**src/rtl/ifhg_pkg.sv**
```systemverilog
// ----------------------------------------------------------------------------
// IPv4 fragment header generator package
// Shared constants, control and status types, and the checksum adder.
// ----------------------------------------------------------------------------
package ifhg_pkg;

  localparam int unsigned HEADER_BYTES = 20;
  localparam int unsigned MTU_W        = 14;
  localparam int unsigned LEN_W        = 16;

  localparam logic [MTU_W-1:0] MTU_LOW   = 14'd1052;
  localparam logic [MTU_W-1:0] MTU_HIGH  = 14'd9000;
  localparam logic [MTU_W-1:0] MTU_RESET = 14'd1500;

  localparam logic [15:0] CSUM_INIT = 16'hffff;
  localparam logic [7:0]  VER_IHL   = 8'h45;

  localparam int unsigned BASE_WORDS = 7;
  localparam int unsigned WSEL_W     = 3;

  localparam logic [WSEL_W-1:0] W_TOS     = 3'd0;
  localparam logic [WSEL_W-1:0] W_IDENT   = 3'd1;
  localparam logic [WSEL_W-1:0] W_TTL     = 3'd2;
  localparam logic [WSEL_W-1:0] W_SRC_HI  = 3'd3;
  localparam logic [WSEL_W-1:0] W_SRC_LO  = 3'd4;
  localparam logic [WSEL_W-1:0] W_DST_HI  = 3'd5;
  localparam logic [WSEL_W-1:0] W_DST_LO  = 3'd6;

  typedef struct packed {
    logic              load;
    logic              base_add;
    logic [WSEL_W-1:0] word_sel;
    logic              frag;
    logic              add_len;
    logic              add_foff;
  } ifhg_cmd_t;

  typedef struct packed {
    logic last;
  } ifhg_sts_t;

  function automatic logic [15:0] csum_add(input logic [15:0] acc, input logic [15:0] word);
    logic [16:0] sum;
    sum = {1'b0, acc} + {1'b0, word};
    if (sum[16]) begin
      csum_add = sum[15:0] + 16'd1;
    end else begin
      csum_add = sum[15:0];
    end
  endfunction

endpackage

```
**src/rtl/ifhg_dp.sv**
```systemverilog
// ----------------------------------------------------------------------------
// IPv4 fragment header generator datapath
// Holds the link size register, the header fields, fragment counters and the
// ones complement checksum base and fragment accumulator registers.
// ----------------------------------------------------------------------------
module ifhg_dp import ifhg_pkg::*; (
  input  logic             clk,
  input  logic             rst_n,
  input  logic             cfg_wr_en,
  input  logic [13:0]      cfg_wr_data,
  input  ifhg_cmd_t        cmd,
  output ifhg_sts_t        sts,
  input  logic [7:0]       in_type_of_service,
  input  logic [15:0]      in_ident,
  input  logic [7:0]       in_time_to_live,
  input  logic [7:0]       in_protocol_number,
  input  logic [31:0]      in_source_addr,
  input  logic [31:0]      in_dest_addr,
  input  logic [15:0]      in_total_length,
  output logic [13:0]      out_fragment_length,
  output logic [13:0]      out_flags_offset,
  output logic [15:0]      out_header_checksum,
  output logic [15:0]      out_data_offset,
  output logic             out_last_fragment
);

  logic [MTU_W-1:0] mtu_r;
  logic [7:0]       tos_r;
  logic [15:0]      ident_r;
  logic [7:0]       ttl_r;
  logic [7:0]       proto_r;
  logic [31:0]      src_r;
  logic [31:0]      dst_r;
  logic [MTU_W-1:0] maxdata_r;
  logic [LEN_W-1:0] bytes_r;
  logic [LEN_W-1:0] offset_r;
  logic [15:0]      base_r;
  logic [15:0]      acc_r;
  logic [13:0]      flen_r;
  logic [13:0]      foff_r;
  logic [15:0]      doff_r;
  logic             last_r;

  logic [MTU_W-1:0] mtu_cl;
  logic [MTU_W-1:0] md_raw;
  logic [LEN_W-1:0] bytes_init;
  logic [LEN_W-1:0] plen;
  logic [LEN_W-1:0] rem;
  logic [15:0]      base_word;

  always_comb begin
    if (mtu_r < MTU_LOW) begin
      mtu_cl = MTU_LOW;
    end else if (mtu_r > MTU_HIGH) begin
      mtu_cl = MTU_HIGH;
    end else begin
      mtu_cl = mtu_r;
    end
    md_raw = mtu_cl - MTU_W'(HEADER_BYTES + 1);
    if (in_total_length >= LEN_W'(HEADER_BYTES)) begin
      bytes_init = in_total_length - LEN_W'(HEADER_BYTES);
    end else begin
      bytes_init = '0;
    end
    if (bytes_r < {2'b00, maxdata_r}) begin
      plen = bytes_r;
    end else begin
      plen = {2'b00, maxdata_r};
    end
    rem = bytes_r - plen;
    case (cmd.word_sel)
      W_TOS:    base_word = {VER_IHL, tos_r};
      W_IDENT:  base_word = ident_r;
      W_TTL:    base_word = {ttl_r, proto_r};
      W_SRC_HI: base_word = src_r[31:16];
      W_SRC_LO: base_word = src_r[15:0];
      W_DST_HI: base_word = dst_r[31:16];
      W_DST_LO: base_word = dst_r[15:0];
      default:  base_word = '0;
    endcase
  end

  always_ff @(posedge clk) begin
    if (!rst_n) begin
      mtu_r <= MTU_RESET;
    end else if (cfg_wr_en) begin
      mtu_r <= cfg_wr_data;
    end
  end

  always_ff @(posedge clk) begin
    if (cmd.load) begin
      tos_r     <= in_type_of_service;
      ident_r   <= in_ident;
      ttl_r     <= in_time_to_live;
      proto_r   <= in_protocol_number;
      src_r     <= in_source_addr;
      dst_r     <= in_dest_addr;
      maxdata_r <= {md_raw[MTU_W-1:3], 3'b000};
      bytes_r   <= bytes_init;
      offset_r  <= '0;
      base_r    <= CSUM_INIT;
    end
    if (cmd.base_add) begin
      base_r <= csum_add(base_r, base_word);
    end
    if (cmd.frag) begin
      flen_r   <= 14'(HEADER_BYTES) + plen[13:0];
      foff_r   <= {(rem != '0), offset_r[15:3]};
      doff_r   <= offset_r;
      offset_r <= offset_r + plen;
      bytes_r  <= rem;
      last_r   <= (rem == '0);
      acc_r    <= base_r;
    end
    if (cmd.add_len) begin
      acc_r <= csum_add(acc_r, {2'b00, flen_r});
    end
    if (cmd.add_foff) begin
      acc_r <= csum_add(acc_r, {2'b00, foff_r});
    end
  end

  assign sts.last            = last_r;
  assign out_fragment_length = flen_r;
  assign out_flags_offset    = foff_r;
  assign out_header_checksum = ~acc_r;
  assign out_data_offset     = doff_r;
  assign out_last_fragment   = last_r;

endmodule

```
**src/rtl/ifhg_ctrl.sv**
```systemverilog
// ----------------------------------------------------------------------------
// IPv4 fragment header generator controller
// Sequences the header sum, then each fragment's sizing, checksum and output.
// ----------------------------------------------------------------------------
module ifhg_ctrl import ifhg_pkg::*; (
  input  logic      clk,
  input  logic      rst_n,
  input  logic      in_valid,
  output logic      in_stall,
  output logic      out_valid,
  input  logic      out_stall,
  input  ifhg_sts_t sts,
  output ifhg_cmd_t cmd
);

  localparam logic [2:0] S_IDLE = 3'd0;
  localparam logic [2:0] S_BASE = 3'd1;
  localparam logic [2:0] S_FRAG = 3'd2;
  localparam logic [2:0] S_LEN  = 3'd3;
  localparam logic [2:0] S_FOFF = 3'd4;
  localparam logic [2:0] S_EMIT = 3'd5;

  logic [2:0]        state_r;
  logic [2:0]        state_nxt;
  logic [WSEL_W-1:0] cnt_r;
  logic [WSEL_W-1:0] cnt_nxt;

  always_comb begin
    state_nxt    = state_r;
    cnt_nxt      = cnt_r;
    cmd          = '0;
    cmd.word_sel = cnt_r;
    in_stall     = 1'b1;
    out_valid    = 1'b0;
    case (state_r)
      S_IDLE: begin
        in_stall = 1'b0;
        if (in_valid) begin
          cmd.load  = 1'b1;
          cnt_nxt   = '0;
          state_nxt = S_BASE;
        end
      end
      S_BASE: begin
        cmd.base_add = 1'b1;
        if (cnt_r == WSEL_W'(BASE_WORDS - 1)) begin
          state_nxt = S_FRAG;
        end else begin
          cnt_nxt = cnt_r + 1'b1;
        end
      end
      S_FRAG: begin
        cmd.frag  = 1'b1;
        state_nxt = S_LEN;
      end
      S_LEN: begin
        cmd.add_len = 1'b1;
        state_nxt   = S_FOFF;
      end
      S_FOFF: begin
        cmd.add_foff = 1'b1;
        state_nxt    = S_EMIT;
      end
      S_EMIT: begin
        out_valid = 1'b1;
        if (!out_stall) begin
          state_nxt = sts.last ? S_IDLE : S_FRAG;
        end
      end
      default: begin
        state_nxt = S_IDLE;
      end
    endcase
  end

  always_ff @(posedge clk) begin
    if (!rst_n) begin
      state_r <= S_IDLE;
      cnt_r   <= '0;
    end else begin
      state_r <= state_nxt;
      cnt_r   <= cnt_nxt;
    end
  end

  a_base_cnt: assert property (@(posedge clk) disable iff (!rst_n)
    state_r == S_BASE |-> cnt_r < WSEL_W'(BASE_WORDS))
    else $error("Header word counter out of range.");

  a_load_base: assert property (@(posedge clk) disable iff (!rst_n)
    cmd.load |=> state_r == S_BASE && cnt_r == '0)
    else $error("Accepted item did not start the header sum.");

  a_last_idle: assert property (@(posedge clk) disable iff (!rst_n)
    out_valid && !out_stall && sts.last |=> state_r == S_IDLE)
    else $error("Final fragment did not return to idle.");

  a_next_frag: assert property (@(posedge clk) disable iff (!rst_n)
    out_valid && !out_stall && !sts.last |=> state_r == S_FRAG)
    else $error("Fragment taken without moving to the next one.");

endmodule

```
**src/rtl/ipv4_fragment_header_generator_top.sv**
```systemverilog
// ----------------------------------------------------------------------------
// IPv4 fragment header generator
// Turns one option-free IPv4 header and its total length into one item per
// fragment, each with its length, flags/offset word, data offset and checksum.
// ----------------------------------------------------------------------------
// The input channel takes one header item when in_valid is high and in_stall
// is low; in_stall stays high from acceptance until the final fragment item
// has been taken. The output channel presents one fragment item while
// out_valid is high; it is taken when out_stall is low.
// After acceptance, the seven fixed header words are summed into a base in
// S_BASE; each fragment then passes through S_FRAG to size it and S_LEN and
// S_FOFF to add its length and flags/offset words, one add per cycle into
// the fragment checksum accumulator, before S_EMIT presents it. A packet has
// N fragments, with N at most 64.
// When the receiver stalls, the fragment item and all state hold until it
// is taken. The user writes the link size register through cfg_wr_en and
// cfg_wr_data only while idle, which the block does not enforce. Reset
// idles the controller and sets the link size to 1500; nothing is in flight.
// ----------------------------------------------------------------------------
module ipv4_fragment_header_generator_top import ifhg_pkg::*; (
  input  logic        clk,
  input  logic        rst_n,
  input  logic        cfg_wr_en,
  input  logic [13:0] cfg_wr_data,
  input  logic        in_valid,
  output logic        in_stall,
  input  logic [7:0]  in_type_of_service,
  input  logic [15:0] in_ident,
  input  logic [7:0]  in_time_to_live,
  input  logic [7:0]  in_protocol_number,
  input  logic [31:0] in_source_addr,
  input  logic [31:0] in_dest_addr,
  input  logic [15:0] in_total_length,
  output logic        out_valid,
  input  logic        out_stall,
  output logic [13:0] out_fragment_length,
  output logic [13:0] out_flags_offset,
  output logic [15:0] out_header_checksum,
  output logic [15:0] out_data_offset,
  output logic        out_last_fragment
);

  ifhg_cmd_t cmd;
  ifhg_sts_t sts;

  ifhg_ctrl u_ctrl (
    .clk       (clk),
    .rst_n     (rst_n),
    .in_valid  (in_valid),
    .in_stall  (in_stall),
    .out_valid (out_valid),
    .out_stall (out_stall),
    .sts       (sts),
    .cmd       (cmd)
  );

  ifhg_dp u_dp (
    .clk                 (clk),
    .rst_n               (rst_n),
    .cfg_wr_en           (cfg_wr_en),
    .cfg_wr_data         (cfg_wr_data),
    .cmd                 (cmd),
    .sts                 (sts),
    .in_type_of_service  (in_type_of_service),
    .in_ident            (in_ident),
    .in_time_to_live     (in_time_to_live),
    .in_protocol_number  (in_protocol_number),
    .in_source_addr      (in_source_addr),
    .in_dest_addr        (in_dest_addr),
    .in_total_length     (in_total_length),
    .out_fragment_length (out_fragment_length),
    .out_flags_offset    (out_flags_offset),
    .out_header_checksum (out_header_checksum),
    .out_data_offset     (out_data_offset),
    .out_last_fragment   (out_last_fragment)
  );

endmodule
```
**config.mk**
```make
export PLATFORM = sky130hd
export DESIGN_NAME = ipv4_fragment_header_generator_top
export DESIGN_NICKNAME = d
export VERILOG_FILES = /design/src/rtl/ifhg_pkg.sv /design/src/rtl/ifhg_dp.sv /design/src/rtl/ifhg_ctrl.sv /design/src/rtl/ipv4_fragment_header_generator_top.sv
export SDC_FILE = /design/constraint.sdc
export NUM_CORES = 1
export LEC_CHECK = 0
export ABC_AREA = 1
export CAP_MARGIN = 5
export CORE_AREA = 2 2 252 192
export DETAILED_ROUTE_END_ITERATION = 8
export DIE_AREA = 0 0 254 194
export DONT_BUFFER_PORTS = 1
export GPL_TIMING_DRIVEN = 0
export PLACE_DENSITY_LB_ADDON = 0.1
export SYNTH_ARGS = -nofsm -noshare
export SYNTH_HDL_FRONTEND = slang
export SYNTH_HIERARCHICAL = 1
export SYNTH_SLANG_ARGS = --single-unit
export TNS_END_PERCENT = 30
```
**constraint.sdc**
```tcl
create_clock -name clk -period 4 [get_ports clk]
set_clock_uncertainty 0.2 [all_clocks]
set_input_delay 0.6 -clock clk [delete_from_list [all_inputs] [get_ports clk]]
set_output_delay 0.6 -clock clk [all_outputs]
set_load 0.02 [all_outputs]
```
== Yosys cells after proc, flatten, opt, wreduce, memory -nomap -nowiden ==
Index checks and enable logic that the tools add are counted.
Operators by class
  muxes and demuxes: 33
  equality and inequality tests: 15
  bitwise logic cells: 1
  $add $sub $neg: 12
  order comparisons: 4
  reduce and logical (&&, ||, !) cells: 10
Operators with widths (number)
  $mux 16: 14
  $pmux 16 s7: 1
  $add 16x1->16 const B: 3
  $add 16x14->17: 2
  $mux 14: 2
  $pmux 3 s6: 1
  $add 16x16->17: 1
  $add 16x16->16: 1
  $ge 16x5->1 const B: 1
  $logic_not 16->1: 1
  $lt 16x14->1: 1
  $not 16->16: 1
  $reduce_bool 16->1: 1
  $sub 16x16->16: 1
  $sub 16x5->16 const B: 1
  $eq 3x3->1 const B: 5
  $mux 3: 5
  $add 5x14->14 const A: 1
  $gt 14x14->1 const B: 1
  $lt 14x11->1 const B: 1
  $sub 14x5->14 const B: 1
  $eq 3x2->1 const B: 4
  $mux 1: 8
  $eq 3x1->1 const B: 2
  9 further kinds: 15
Storage, ports and cells
  output and inout port bits: 63
  bits in registers: 244
  logic and storage cells: 93
  input bits: 139

== Depth between registers and ports, before layout ==
Gate-level depths: netlist of the first run.
  word-level depth: 6
  gate-level depth with buffers: 32
  depth with buffers taken out: 30

== By module ==
Netlist of the first run, hierarchy kept.
Modules (own cells, without submodules)
  ifhg_dp: area each 13998.4 µm², cells an instance 1594, sequential area each 6616.3 µm², times used 1
  ifhg_ctrl: area each 394.1 µm², cells an instance 59, sequential area each 120.1 µm², times used 1

== Worst setup path after synthesis of the first run ==
Ideal clock, no wire load.
  kind: input-to-reg
  start: input port in_valid
  end: register u_dp.bytes_r[0] (enable)
  stages: 3
  buffers on the path: 0
  required time: 3.425 ns
  setup time: 0.375 ns
  setup slack: -0.321 ns
  arrival: 3.747 ns
  cell sequence: nand3_2 inv_1 or2_2
RTL lines
  start, declared: line ipv4_fragment_header_generator_top.sv:25  | input logic in_valid,
  end signal, assigned: line ifhg_dp.sv:100  | bytes_r <= bytes_init;
  end signal, assigned: line ifhg_dp.sv:112  | bytes_r <= rem;
  end, declared: line ifhg_dp.sv:35  | logic [LEN_W-1:0] bytes_r;

== Worst setup path after layout of the first run ==
  start: register u_dp.maxdata_r[12]
  end: register u_dp.foff_r[13] (netlist: u_dp/out_flags_offset[13]), data pin
Between the ends
  word-level cells in the longest chain between the ends: 4
Ends and longest elaborated chain
  start, declared: line ifhg_dp.sv:34  | logic [MTU_W-1:0] maxdata_r;
  start signal, assigned: line ifhg_dp.sv:99  | maxdata_r <= {md_raw[MTU_W-1:3], 3'b000};
  $lt 16x14->1: line ifhg_dp.sv:65  | if (bytes_r < {2'b00, maxdata_r}) begin
  $mux 16 *: line ifhg_dp.sv:65
  $sub 16x16->16 *: line ifhg_dp.sv:70  | rem = bytes_r - plen;
  $reduce_bool 16->1 *: line ifhg_dp.sv:109  | foff_r <= {(rem != '0), offset_r[15:3]};
  end signal, assigned: line ifhg_dp.sv:109
  end, declared: line ifhg_dp.sv:40  | logic [13:0] foff_r;
Mark *: on every way between the ends. The rest lies on a longest branch, timed or not.
A chain may end at the register's enable or synchronous reset.

==> results of run 1 <==
[worst max-delay path by stage]
| stage | to | cells after the start |
|---|---|---|
| floorplan | u_dp/base_r[15]$_SDFFCE_PN1P_ | 20 |
| global placement | u_dp/base_r[15]$_SDFFCE_PN1P_ | 20 |
| detailed placement | u_dp/base_r[15]$_SDFFCE_PN1P_ | 20 |
| CTS | u_dp/out_flags_offset[13]$_DFFE_PP_ | 27 |
| global route | u_dp/out_flags_offset[13]$_DFFE_PP_ | 28 |
| finish | u_dp/out_flags_offset[13]$_DFFE_PP_ | 20 |
[cell families (layout without fill, tap and decap cells)]
| group | Yosys count | count (layout) | share of synthesized area, % |
|---|---|---|---|
| and+or+nand+nor | 688 | 688 | 20.7 |
| adders and majority gates | 93 | 93 | 8.29 |
| DFF | 231 | 231 | 46.8 |
| xor gates and xnor gates | 70 | 70 | 4.36 |
| other | 2 | 2 | 0.0522 |
| AOI/OAI and AO/OA | 307 | 307 | 12.4 |
| buffers and inverters | 262 | 514 | 7.36 |
[registers in the layout, indices dropped and copies added, names as in the netlist, 3 cells and up]
register,flops
u_dp/offset_r,16
u_dp/src_r,32
u_dp/base_r,16
u_dp/mtu_r,14
u_dp/maxdata_r,11
u_dp/out_fragment_length,14
u_dp/ident_r,16
u_dp/proto_r,8
u_dp/tos_r,8
u_dp/out_data_offset,3
u_dp/out_flags_offset,14
u_ctrl/cnt_r,3
u_dp/ttl_r,8
u_dp/bytes_r,16
u_ctrl/state_r,3
u_dp/dst_r,32
u_dp/acc_r,16
[Yosys cell counts, types with 4 or more instances]
| master | n | share of area [%] |
|---|---|---|
| a21boi_0 | 6 | 0.31 |
| a21o_1 | 6 | 0.31 |
| a21oi_1 | 110 | 3.8 |
| a221oi_1 | 12 | 0.73 |
| a22oi_1 | 5 | 0.26 |
| a31oi_1 | 5 | 0.22 |
| buf_4 | 15 | 0.78 |
| clkbuf_1 | 19 | 0.50 |
| dfxtp_1 | 20 | 2.8 |
| edfxtp_1 | 211 | 44 |
| fa_1 | 4 | 0.56 |
| ha_1 | 89 | 7.7 |
| inv_1 | 212 | 5.5 |
| inv_2 | 9 | 0.23 |
| nand2_1 | 345 | 9.0 |
| nand2_2 | 4 | 0.17 |
| nand3_1 | 113 | 3.9 |
| nand3b_1 | 8 | 0.42 |
| nand4_1 | 34 | 1.5 |
| nor2_1 | 128 | 3.3 |
| nor2_2 | 14 | 0.61 |
| nor3_1 | 22 | 0.77 |
| o2111ai_1 | 6 | 0.37 |
| o21ai_0 | 84 | 2.9 |
| o21ai_1 | 18 | 0.63 |
| o21ai_2 | 4 | 0.24 |
| o21bai_1 | 5 | 0.26 |
| o22ai_1 | 22 | 0.96 |
| o31ai_1 | 6 | 0.31 |
| or2_2 | 7 | 0.30 |
| xnor2_1 | 15 | 0.91 |
| xor2_1 | 53 | 3.2 |
[power groups by stage]
stage                     Sequential (W)  Combinational (W)  Clock, W
after floorplan                  0.00322            0.00233         0
final                            0.00331            0.00406   0.00264
after global routing             0.00334            0.00454   0.00282
after detailed placement         0.00335            0.00309         0
after CTS                        0.00330            0.00370   0.00271
after global placement           0.00337            0.00306         0
[through the flow]
stage                     cell area (um2)  hold WS (ps)  worst slack (ps)  total power (W)
after floorplan                     14400           233               177          0.00555
after global placement              15200           245             -1570          0.00642
after detailed placement            15300           247             -1520          0.00644
after CTS                           18500          13.5             -34.5          0.00971
after global routing                19000          32.0              -279           0.0107
final                               19000          45.9             -91.2           0.0100
[metal layers]
metal  vias to the layer above  GRT usage [%]  share of wire (%)
li1                       6147              -                  -
met1                      5935           28.4                 51
met2                       287           27.0                 42
met3                        43           3.92                6.0
met4                         0           3.20                1.5
met5                         -              0                  0
[repair_timing]
action | 4_1_cts | 5_1_grt
buffers inserted | 59 | 21
gates cloned | 1 | 0
hold endpoints to repair | 116 | 0
hold buffers | 118 | 0
setup endpoints to repair | 33 | 22
resized for setup | 139 | 82
pin swaps | 42 | 56
[area by class of cell]
| cell class | count | area, um2 |
|---|---|---|
| clock inverters | 21 | 262 |
| multi-input cells | 1160 | 7450 |
| plain buffers | 40 | 339 |
| inverters | 222 | 855 |
| repair buffers | 202 | 1900 |
| clock buffers | 29 | 683 |
| fillers | 4740 | 27800 |
| well taps | 639 | 800 |
| flip-flops and latches | 231 | 6750 |
[critical path, cell delays in order (launching register included)]
cell and delay [ps]:
edfxtp_1 490, inv_1 90, ha_1 220, nand2_1 80
inv_2 50, nand3_2 60, nand2_1 60, nor2_2 120
nand2_2 70, buf_6 140, bufbuf_16 270, o21ai_2 200
inv_1 110, ha_2 320, a21oi_2 200, nor3_1 60
nor3_1 150, nand3_1 140, xnor2_1 180, nor2_1 150
nand4_1 330
==> results.toml, run 1 <==
[outcome]
outcome = "finished, violations left"
violations = "setup timing"

[logic_synthesis]
ys_async_sr_fraction_pct = 0
syn-num-nets = 1885
ys.flop_type = "edfxtp_1"
synthCells = 1653
synth_edf_count = 211
avgSynthCellArea_um2 = 8.71
ys_seq_elements = 231
yosysSeqAreaShare_pct = 46.8
syn_area_mm2 = 0.0144
synth_warnings = 6
synth_cell_types = 55

[critical_path]
arrival_ps = 4080
critPathLaunchType = "flip-flop"
r2r_slack_ps = -90
critical_path_class = "reg2reg"
cp-end-kind = "flip-flop"
rr_endpoint = "u_dp/out_flags_offset[13]$_DFFE_PP_"
crit_path_max_fanout = 5
regToRegStartpoint = "u_dp/maxdata_r[12]$_DFFE_PP_"
critPathRequiredTime_ps = 3990
r2r_cells = 20
crit_start = "u_dp/maxdata_r[12]$_DFFE_PP_"

[layout]
drive_gt1_share_pct = 17.6
areaGrowthSynthToFinish_pct = 32.3
antenna_cells = 0
fin_util_pct = 40.7
final_common_cell = "nand2_1"
instances_no_fill = 2544
finish.net_count = 2116
mostFrequentLayoutCells = "nand2_1, edfxtp_1, inv_1"

[power_and_ir_drop]
power.internal_w = 0.00618
power.density_mw_per_mm2 = 526
p_sw_share_pct = 38.3
power.leakage_nw = 7.80
comb_power_share_pct = 40.6
pwr-share-clk_pct = 26.4
ir_drop_v = 0.000332
seqPwrFrac_pct = 33.0
switchingPower_w = 0.00383

[timing]
fin_crit_sh_pct = 102
tns_ps = -106
tightest_slew_ps = 907
timing.slew.headroom_pct = 39.3
setup_ws_ps = -91.2
rsz0062_at_grt = "yes"
fmax_mhz = 244
setup_viol = 2
finalHoldViolations = 0
min_period_ps = 4090
finalMaxSlewViolations = 0

[detailed_routing]
vias = 12400
via_per_inst = 4.88
drt-total-wl_um = 46500
drt-initial-drc-count = 928
drc_errors = 0
firstDrtPassIters = 5
wl_per_cell_um = 18.3
drt.antenna.violating_nets = 0

[die]
core_mm2 = 0.0468
rows = 69
die_y_um = 194
start_util_pct = 30.8
dieArea_mm2 = 0.0493
ios = 202
die_width_um = 254

[global_routing]
grt_max_degree = 39
grt_usage_pct = 18.6
grt_antenna_before_repair = 0
grt_pass1_vias = 12000
grt_pass1_wl_um = 70500
grt_overflow = 0

[run]
maxCapViolCount = 0

[clocking]
cts_inserted_buffers = 27
clkLatencyLatePin_ps = 570
cts_tree = "yes"
cts-root-buf = "clkbuf_16"
clock_path_buffers = 3
cts_sinks = 231
path_clk_slew_ps = 60
htreeDepth = 1

[placed_design]
place_inst = 2295
dp_hpwl_um = 36000
place.gp.congestion = 0.877
io_buffers = 0

[hold_path]
min_from = "rst_n"
hold_depth = 3
hold_path_end = "u_dp/mtu_r[10]$_SDFFE_PN1P_"
hp-class = "in2reg"
Note: power is estimated with default switching activity, not from simulation.
==> run 2: changes to the inputs <==
CORE_AREA = 2 2 190 146   (was 2 2 252 192)
DIE_AREA = 0 0 192 148   (was 0 0 254 194)
==> results.toml, run 2 (synthesized netlist as in run 1, its figures left out) <==
[outcome]
outcome = "finished, violations left"
violations = "setup timing"

[timing]
fin_crit_sh_pct = 104
timing.hold.ws_ps = 36.5
tightest_slew_ps = 932
tns_ps = -411
finalMaxSlewViolations = 0
setup_ws_ps = -172
min_period_ps = 4170
timing.slew.headroom_pct = 37.7
fmax_mhz = 240
finalHoldViolations = 0
rsz0062_at_grt = "yes"
setup_viol = 4

[die]
core_mm2 = 0.0265
ios = 202
rows = 52
dieArea_mm2 = 0.0284
start_util_pct = 54.2
die_y_um = 148
die_width_um = 192

[layout]
mostFrequentLayoutCells = "nand2_1, edfxtp_1, inv_1"
reg.largest.list = "u_dp/dst_r (32), u_dp/src_r (32)"
final_common_cell = "nand2_1"
drive_gt1_share_pct = 16.8
finish.net_count = 2102
areaGrowthSynthToFinish_pct = 27.6

[critical_path]
r2r_slack_ps = -170
r2r_cells = 30
cp-end-kind = "flip-flop"
critPathLaunchType = "flip-flop"
critPathMaxStageDelay_ps = 490
crit_path_max_fanout = 8
arrival_ps = 4110
regToRegStartpoint = "u_dp/bytes_r[11]$_DFFE_PP_"
crit_start = "u_dp/bytes_r[11]$_DFFE_PP_"
cpMaxStageDelayCell = "edfxtp_1"
rr_endpoint = "u_dp/out_flags_offset[13]$_DFFE_PP_"
critical_path_class = "reg2reg"
critPathRequiredTime_ps = 3940

[clocking]
htreeDepth = 1
clkLatencyLatePin_ps = 530
path_clk_slew_ps = 70
cts_tree = "yes"
cts-root-buf = "clkbuf_16"
clock_path_buffers = 3
cts_inserted_buffers = 25
cts_sinks = 231

[detailed_routing]
via_per_inst = 5.69
drt-total-wl_um = 43500
wl_per_cell_um = 19.4
drt.antenna.violating_nets = 0
drc_errors = 0
vias = 12700
firstDrtPassIters = 8
drt-initial-drc-count = 1235

[hold_path]
hold_depth = 2
hold_path_end = "u_dp/mtu_r[4]$_SDFFE_PN1P_"
hp-class = "in2reg"
min_from = "cfg_wr_data[4]"

[power_and_ir_drop]
power.leakage_nw = 7.65
power_w = 0.00985
power.density_mw_per_mm2 = 536
ir_drop_v = 0.000369

[global_routing]
grt_pass1_vias = 12000
grt_antenna_before_repair = 2
grt_overflow = 0
grt_max_degree = 44
grt_usage_pct = 29.8
grt_pass1_wl_um = 64800

[placed_design]
pre_cts_ws_ps = -1440
io_buffers = 0
place.gp.congestion = 0.937
dp_hpwl_um = 30600

[run]
maxCapViolCount = 0
## run 2: worst max-delay path by stage
stage	end	slack, ps
after CTS	u_dp/out_flags_offset[13]$_DFFE_PP_	-60
after floorplan	u_dp/base_r[15]$_SDFFCE_PN1P_	180
after global routing	u_dp/out_flags_offset[13]$_DFFE_PP_	-270
after detailed placement	u_dp/base_r[15]$_SDFFCE_PN1P_	-1440
after global placement	u_dp/base_r[15]$_SDFFCE_PN1P_	-1400
final	u_dp/out_flags_offset[13]$_DFFE_PP_	-170
## run 2: repair_timing
item / in CTS / in global routing
pin swaps: 30 / 54
setup buffers: 45 / 31
hold buffers: 110 / 0
endpoints found under the setup margin: 47 / 26
cloned: 1 / 0
gates resized for setup: 116 / 92
hold endpoints to repair: 110 / 0
## run 2: area by class of cell
class                      count  area [um2]
fill                        2055        8180
multi-input combinational   1160        7430
sequential                   231        6750
timing repair buffer         190        1790
inverter                     222         848
clock buffer                  29         641
tap                          351         439
buffer                        40         304
clock inverter                16         163
antenna                        1        2.50
## run 2: per-layer routing
metal | global-route usage [%] | wire (um)
met2 | 45.5 | 19300
met4 | 9.43 | 1500
met1 | 42.4 | 18700
met3 | 6.34 | 4060
met5 | 0 | 9
## run 2: through the flow
stage               utilization [%]  instances  instance area, um2
global route                   69.2       2240               18400
CTS                            66.5       2207               17600
detailed placement             56.0       2006               14900
finish                         69.2       2240               18400
floorplan                         -       1653               14400
global placement               55.9       2004               14800
## run 2: power breakdown
| part | internal, W | switching (W) | leakage [nW] |
|---|---|---|---|
| sequential | 0.00304 | 0.000253 | 2.14 |
| clock | 0.00134 | 0.000992 | 0.371 |
| combinational | 0.00166 | 0.00256 | 5.15 |
| total | 0.00604 | 0.00380 | 7.65 |
## run 2: critical path, delay by kind of cell (launching register included)
| kind | cells | cell delay (ps) |
|---|---|---|
| AOI/OAI and AO/OA | 1 | 70 |
| adders and majority gates | 2 | 590 |
| buffers and inverters | 5 | 430 |
| DFF | 1 | 490 |
| and+or+nand+nor | 22 | 2000 |
